## src/hw/rtl/varlen_length_decoder_top_defines.svh

```systemverilog
// Assertion macros shared by the length decoder.
`ifndef VARLEN_LENGTH_DECODER_TOP_DEFINES_SVH
`define VARLEN_LENGTH_DECODER_TOP_DEFINES_SVH

// Same-cycle implication, sampled on clk and quiet while rst_n is low.
`define VLEN_CHECK(lbl, ante, cons, msg) \
  lbl: assert property (@(posedge clk) disable iff (!rst_n) (ante) |-> (cons)) else $error(msg);

// Next-cycle implication, sampled on clk and quiet while rst_n is low.
`define VLEN_CHECK_NEXT(lbl, ante, cons, msg) \
  lbl: assert property (@(posedge clk) disable iff (!rst_n) (ante) |=> (cons)) else $error(msg);

`endif

```

## src/hw/rtl/vlendec_pkg.sv

```systemverilog
package vlendec_pkg;

  // Thresholds on the first byte of a header.
  localparam logic [7:0] TWO_BYTE_BASE = 8'd192;
  localparam logic [7:0] SPECIAL_BASE  = 8'd224;
  localparam logic [7:0] LONG_MARK     = 8'd255;

  // Width of the decoded length.
  localparam int unsigned LEN_W  = 32;
  localparam int unsigned CODE_W = 5;

  // Header form reported with every result.
  typedef enum logic [1:0] {
    FORM_ONE     = 2'd0,
    FORM_TWO     = 2'd1,
    FORM_FIVE    = 2'd2,
    FORM_SPECIAL = 2'd3
  } form_t;

endpackage

```

## src/hw/rtl/vlendec_if.sv

```systemverilog
// Byte channel carrying the header stream.
interface vlendec_in_if;
  logic       valid;
  logic       ready;
  logic [7:0] data_byte;

  modport source (output valid, output data_byte, input ready);
  modport sink   (input valid, input data_byte, output ready);
endinterface

// Result channel carrying one decoded header per beat.
interface vlendec_out_if;
  logic                                valid;
  logic                                ready;
  logic [vlendec_pkg::LEN_W-1:0]       length_value;
  logic [vlendec_pkg::CODE_W-1:0]      special_code;
  logic [1:0]                          header_form;

  modport source (output valid, output length_value, output special_code,
                  output header_form, input ready);
  modport sink   (input valid, input length_value, input special_code,
                  input header_form, output ready);
endinterface

```

## src/hw/rtl/varlen_length_decoder_top.sv

```systemverilog
// Length header decoder for the 1, 2 and 5 byte variable-length form.
// in_ch carries one header byte per beat; out_ch carries one result per
// completed header: the length, the special code and the header form.
// Bytes that do not complete a header produce no result beat.
// The result of a header appears on out_ch in the cycle after the beat
// of its last byte is accepted.
// One byte per cycle while in_ch.ready is high, set by the single phase
// register that each byte updates; the result register lets a new byte in
// while the previous result is still being taken.
// When the receiver stalls, the result is held in the output register
// and in_ch.ready drops only while that register is full and not being
// drained.
// Reset (rst_n low, synchronous) returns the decoder to expecting the
// first byte of a header and empties the output register; a header in
// progress is dropped.
`include "varlen_length_decoder_top_defines.svh"

module varlen_length_decoder_top (
  input  logic                 clk,
  input  logic                 rst_n,
  vlendec_in_if.sink           in_ch,
  vlendec_out_if.source        out_ch
);

  typedef enum logic [2:0] {
    PH_FIRST  = 3'd0,
    PH_SECOND = 3'd1,
    PH_WORD0  = 3'd2,
    PH_WORD1  = 3'd3,
    PH_WORD2  = 3'd4,
    PH_WORD3  = 3'd5
  } phase_t;

  phase_t                          phase_r, phase_nxt;
  logic [vlendec_pkg::LEN_W-1:0]   acc_r, acc_nxt;
  logic                            out_valid_r;
  logic [vlendec_pkg::LEN_W-1:0]   len_r, len_nxt;
  logic [vlendec_pkg::CODE_W-1:0]  code_r, code_nxt;
  vlendec_pkg::form_t              form_r, form_nxt;
  logic                            res_vld;
  logic                            in_fire;
  logic [7:0]                      b;
  logic [vlendec_pkg::LEN_W-1:0]   shifted;

  // Accept a byte whenever the result register is empty or draining.
  assign in_ch.ready = !out_valid_r || out_ch.ready;
  assign in_fire     = in_ch.valid && in_ch.ready;
  assign b           = in_ch.data_byte;
  assign shifted     = {acc_r[vlendec_pkg::LEN_W-9:0], b};

  // Decode one byte against the current phase.
  always_comb begin
    phase_nxt = PH_FIRST;
    acc_nxt   = '0;
    res_vld   = 1'b0;
    len_nxt   = '0;
    code_nxt  = '0;
    form_nxt  = vlendec_pkg::FORM_ONE;
    case (phase_r)
      PH_SECOND: begin
        res_vld  = 1'b1;
        len_nxt  = acc_r + {24'd0, b} + {24'd0, vlendec_pkg::TWO_BYTE_BASE};
        form_nxt = vlendec_pkg::FORM_TWO;
      end
      PH_WORD0, PH_WORD1, PH_WORD2: begin
        acc_nxt   = shifted;
        phase_nxt = phase_t'(phase_r + 3'd1);
      end
      PH_WORD3: begin
        res_vld  = 1'b1;
        len_nxt  = shifted;
        form_nxt = vlendec_pkg::FORM_FIVE;
      end
      default: begin
        // First byte of a header; unused phase codes land here too.
        if (b < vlendec_pkg::TWO_BYTE_BASE) begin
          res_vld = 1'b1;
          len_nxt = {24'd0, b};
        end else if (b < vlendec_pkg::SPECIAL_BASE) begin
          acc_nxt   = {19'd0, b[4:0], 8'd0};
          phase_nxt = PH_SECOND;
        end else if (b < vlendec_pkg::LONG_MARK) begin
          res_vld  = 1'b1;
          code_nxt = b[4:0];
          form_nxt = vlendec_pkg::FORM_SPECIAL;
        end else begin
          phase_nxt = PH_WORD0;
        end
      end
    endcase
  end

  // Phase, accumulator and result register.
  always_ff @(posedge clk) begin
    if (!rst_n) begin
      phase_r     <= PH_FIRST;
      acc_r       <= '0;
      out_valid_r <= 1'b0;
    end else begin
      if (in_fire) begin
        phase_r <= phase_nxt;
        acc_r   <= acc_nxt;
      end
      if (in_fire && res_vld) begin
        out_valid_r <= 1'b1;
      end else if (out_ch.ready) begin
        out_valid_r <= 1'b0;
      end
    end
    if (in_fire && res_vld) begin
      len_r  <= len_nxt;
      code_r <= code_nxt;
      form_r <= form_nxt;
    end
  end

  assign out_ch.valid        = out_valid_r;
  assign out_ch.length_value = len_r;
  assign out_ch.special_code = code_r;
  assign out_ch.header_form  = form_r;

  // A special code always reports a zero length.
  `VLEN_CHECK(a_special_zero_len, out_valid_r && form_r == vlendec_pkg::FORM_SPECIAL, len_r == '0, "special code with nonzero length")
  // Only the special form carries a nonzero code.
  `VLEN_CHECK(a_code_only_special, out_valid_r && form_r != vlendec_pkg::FORM_SPECIAL, code_r == '0, "code set outside special form")
  // A one-byte length stays below the two-byte base.
  `VLEN_CHECK(a_one_byte_range, out_valid_r && form_r == vlendec_pkg::FORM_ONE, len_r < 32'd192, "one-byte length out of range")
  // The long-form marker on a first byte starts the four-byte assembly.
  `VLEN_CHECK_NEXT(a_long_start, in_fire && phase_r == PH_FIRST && b == vlendec_pkg::LONG_MARK, phase_r == PH_WORD0, "long form did not start")

endmodule
```

## src/flat_wrapper.sv

```systemverilog
// flat-port wrapper written by rule: the top's interface ports become plain ports
module varlen_length_decoder_top_flat 
  (clk, rst_n, in_ch_valid, in_ch_data_byte, in_ch_ready, out_ch_valid, out_ch_length_value, out_ch_special_code, out_ch_header_form, out_ch_ready);
  vlendec_in_if in_ch_i ();
  vlendec_out_if out_ch_i ();
  input  logic clk;
  input  logic rst_n;
  input wire logic [$bits(in_ch_i.valid)-1:0] in_ch_valid;
  input wire logic [$bits(in_ch_i.data_byte)-1:0] in_ch_data_byte;
  output wire logic [$bits(in_ch_i.ready)-1:0] in_ch_ready;
  output wire logic [$bits(out_ch_i.valid)-1:0] out_ch_valid;
  output wire logic [$bits(out_ch_i.length_value)-1:0] out_ch_length_value;
  output wire logic [$bits(out_ch_i.special_code)-1:0] out_ch_special_code;
  output wire logic [$bits(out_ch_i.header_form)-1:0] out_ch_header_form;
  input wire logic [$bits(out_ch_i.ready)-1:0] out_ch_ready;
  assign in_ch_i.valid = in_ch_valid;
  assign in_ch_i.data_byte = in_ch_data_byte;
  assign in_ch_ready = in_ch_i.ready;
  assign out_ch_valid = out_ch_i.valid;
  assign out_ch_length_value = out_ch_i.length_value;
  assign out_ch_special_code = out_ch_i.special_code;
  assign out_ch_header_form = out_ch_i.header_form;
  assign out_ch_i.ready = out_ch_ready;
  varlen_length_decoder_top u_core (.clk(clk), .rst_n(rst_n), .in_ch(in_ch_i), .out_ch(out_ch_i));
endmodule
```

## config.mk

```make
export PLATFORM = sky130hd
export DESIGN_NAME = varlen_length_decoder_top_flat
export DESIGN_NICKNAME = d
export VERILOG_FILES = /design/src/hw/rtl/vlendec_pkg.sv /design/src/hw/rtl/vlendec_if.sv /design/src/hw/rtl/varlen_length_decoder_top.sv /design/src/flat_wrapper.sv
export VERILOG_INCLUDE_DIRS = /design/src /design/src/hw/rtl
export SDC_FILE = /design/constraint.sdc
export NUM_CORES = 1
export LEC_CHECK = 0
export BUFFER_PORTS_ARGS = -buffer_cell sky130_fd_sc_hd__buf_4
export CAP_MARGIN = 5
export CORE_MARGIN = 2
export CORE_UTILIZATION = 62
export DETAILED_ROUTE_END_ITERATION = 7
export GPL_TIMING_DRIVEN = 1
export PLACE_DENSITY = 0.93
export SYNTH_ARGS = -nofsm -noshare
export SYNTH_HDL_FRONTEND = slang
export SYNTH_SLANG_ARGS = --single-unit
export TNS_END_PERCENT = 100
```

## constraint.sdc

```tcl
create_clock -name clk -period 10.9 [get_ports clk]
set_input_delay 2.18 -clock clk [delete_from_list [all_inputs] [get_ports clk]]
set_output_delay 2.18 -clock clk [all_outputs]
set_load 0.1 [all_outputs]
```

==> metrics <==
Setup crit start kind input port; Crit path required time 8.72 ns; top_reg_cell synth edfxtp_1; Crit path max-delay family buffers and inverters; clock skew 0.00798 ns; synth top area cells edfxtp_1 (29%), dfxtp_1 (18%), ha_1 (6.2%); Netlist Area Pre-Place 0.00406 mm2; Rel. slew slack 21.3%; final setup fails 0; CP Data Arrival Time 2.71 ns; Skew-Pair Late Insertion Delay 0.35 ns; Yosys warning count 0; Antenna Nets Post-Route 0; Unique masters post-synth 50; Iter 0 DRT Violations 413; Seq/Total Area, Yosys 46.6%; Placed Area 0.00448 mm2; Syn Nets 474; pin count of the biggest net entering global routing 40; Seq pwr share 46.9%; Nets 515; diode count 0; Net Sw Power 231 uW; vias in the first global route 3332; Setup crit end kind primary output; Sum Neg Setup Slack 0 ns; CP Class input port to primary output; Yosys top cell by area edfxtp_1; Core Rows 29; RSZ-0062 raised after global routing no; Final Wtd Congestion 0.884; initial antenna violation count 0; Initial Utilization 64.0%; sw frac 34.2%; setup repair bufs after CTS 0; hold path cells 2; Layout area overhead 14.9%; FMAX 0.204 GHz; share of layout cells above drive strength 1 16.0%; max_cap viols 0; final count of hold timing violations 0; Int Power 445 uW; Tmin final 4.89 ns; DR pass1 iterations 5; DIE WIDTH 85.0 um; Tot Pwr 676 uW; CP max stage delay 0.31 ns; die area 0.00722 mm2; Final Slew Violations 0; Crit path depth 3; Reg clk slew, reported paths 0.07 ns; flops & latches, synth 75; most common cell after layout, fill and taps aside nand2_1; class of the worst hold path flop to flop; Tightest Pin Transition 1.18 ns; gr ovfl total 0; power density over the cells 145 mW/mm2; clock share of power 30.5%; post_cts resized 0; status finished clean; DRC violations left 0; EDFF count, synth 39; average size of a mapped cell 9.21 um2; Max VDD drop 0.0990 mV; HPWL after DPL 6.87 mm; most frequent CP cell buf_4; Die Ht 85.0 um; combinational cell fraction of total power 22.6%; first-pass GRT wire length 16.3 mm; CP max-delay cell buf_4; CTS Buf Count 9; wirelength, routed 10.1 mm; LEAKAGE 0.00176 uW; Mapped Cells 441; Clock Path Buffers 2; fraction of registers with async set/reset 0%; I/O Pins 53; post-route cell area 0.00467 mm2; CTS tree built; post-synth top area share 28.8%; hold_buf cts 0; Clock Root Buffer clkbuf_8; core area 0.00635 mm2; Reg2Reg Depth 5; CTS H-tree lvls 3; final worst path period share 44.9%; WL per Instance 17.9 um; worst path bufs/invs 2; Via density 6.38; commonest non-fill, non-tap cells in the layout nand2_1 (65), buf_4 (54), a21oi_1 (39), edfxtp_1 (39), dfxtp_1 (36); I/O Buffers 52; total track usage 28.9%; DR vias 3597; Worst Path Max Fanout 4; clock sink total 75; cells along the critical path buf_4 -> nand2b_1 -> buf_4
==> layer usage <==
metal	track usage (%)	wire length, um
met1	39.4	4170
met4	14.0	247
met5	0	0
met2	44.7	4720
met3	5.06	937
==> registers in the layout, summed over array words and instances, names as in the netlist <==
name and cells:
u_core.out_ch.valid 1, u_core.phase_r 3, u_core.out_ch.header_form 2, u_core.out_ch.length_value 32, u_core.acc_r 32, u_core.out_ch.special_code 5
==> area by class of cell <==
| cell class | count | area, um2 |
|---|---|---|
| Fill cell | 454 | 1680 |
| Multi-Input combinational cell | 322 | 2010 |
| Tap cell | 77 | 96.3 |
| Inverter | 20 | 75.1 |
| Clock buffer | 13 | 170 |
| Timing Repair Buffer | 54 | 405 |
| Clock inverter | 3 | 17.5 |
| Sequential cell | 75 | 1890 |
==> power groups by stage <==
stage               clock network [uW]  logic [uW]  registers (uW)
floorplan                            0        39.3             402
finish                             206         153             317
CTS                                205         153             317
detailed placement                   0         152             324
global route                       218         160             318
global placement                     0         150             323
==> worst register-to-register path, delay by kind of cell (launching register included) <==
kind	cells	cell delay, ns
AOI/OAI and AO/OA	2	0.79
adders and majority gates	1	0.57
buffers and inverters	1	1.08
DFF	1	0.97
and+or+nand+nor	1	0.90
==> synthesized netlist by cell type (2+ instances only) <==
master and count:
nand2_1 65, a21oi_1 39, edfxtp_1 39, dfxtp_1 36, o21ai_0 35, nor2_1 28, ha_1 20, clkbuf_1 18
inv_1 18, xor2_1 14, nand3_1 12, o211ai_1 10, a22oi_1 9, a31oi_1 8, nor3_1 7, and2_1 6
nand4_1 6, or3_1 6, a211oi_1 5, a21o_1 5, a222oi_1 5, and3_1 4, buf_1 4, xnor2_1 4
nand2b_1 3, o2111ai_1 3, a22o_1 2, buf_2 2, clkinv_1 2, nor4_1 2, o21a_1 2, o21ai_1 2
o311a_1 2, or2b_1 2
==> stage by stage <==
step	instances	hold WS [ns]	util, %	worst slack (ns)
4_1_cts	564	0.492	73.5	6.00
3_3_place_gp	548	0.470	70.5	6.03
2_1_floorplan	441	0.445	-	5.17
5_1_grt	564	0.533	73.5	5.90
6_report	564	0.487	73.5	6.01
3_5_place_dp	548	0.480	70.5	5.98
==> cells by family (layout without fill, tap and decap cells) <==
family / after synthesis / after routing / share of synthesized area (%)
simple gates: 150 / 150 / 17.9
compound gates: 132 / 132 / 20.6
flops: 75 / 75 / 46.6
buf+inv: 44 / 90 / 4.13
fa+ha+maj: 21 / 21 / 6.65
xor+xnor: 18 / 18 / 3.88
mux: 1 / 1 / 0.277
==> path summary, 6_finish.rpt <==
check	endpoint	start	slack (ns)
worst max-delay path	in_ch_ready	out_ch_ready	6.01
worst min-delay path	u_core.acc_r[30]	u_core.acc_r[30]	0.49
worst max register to register	u_core.out_ch.length_value[22]	u_core.phase_r[2]	6.17
worst min register to register	u_core.acc_r[30]	u_core.acc_r[30]	0.49
No activity file was read; power rests on OpenSTA's default activity.
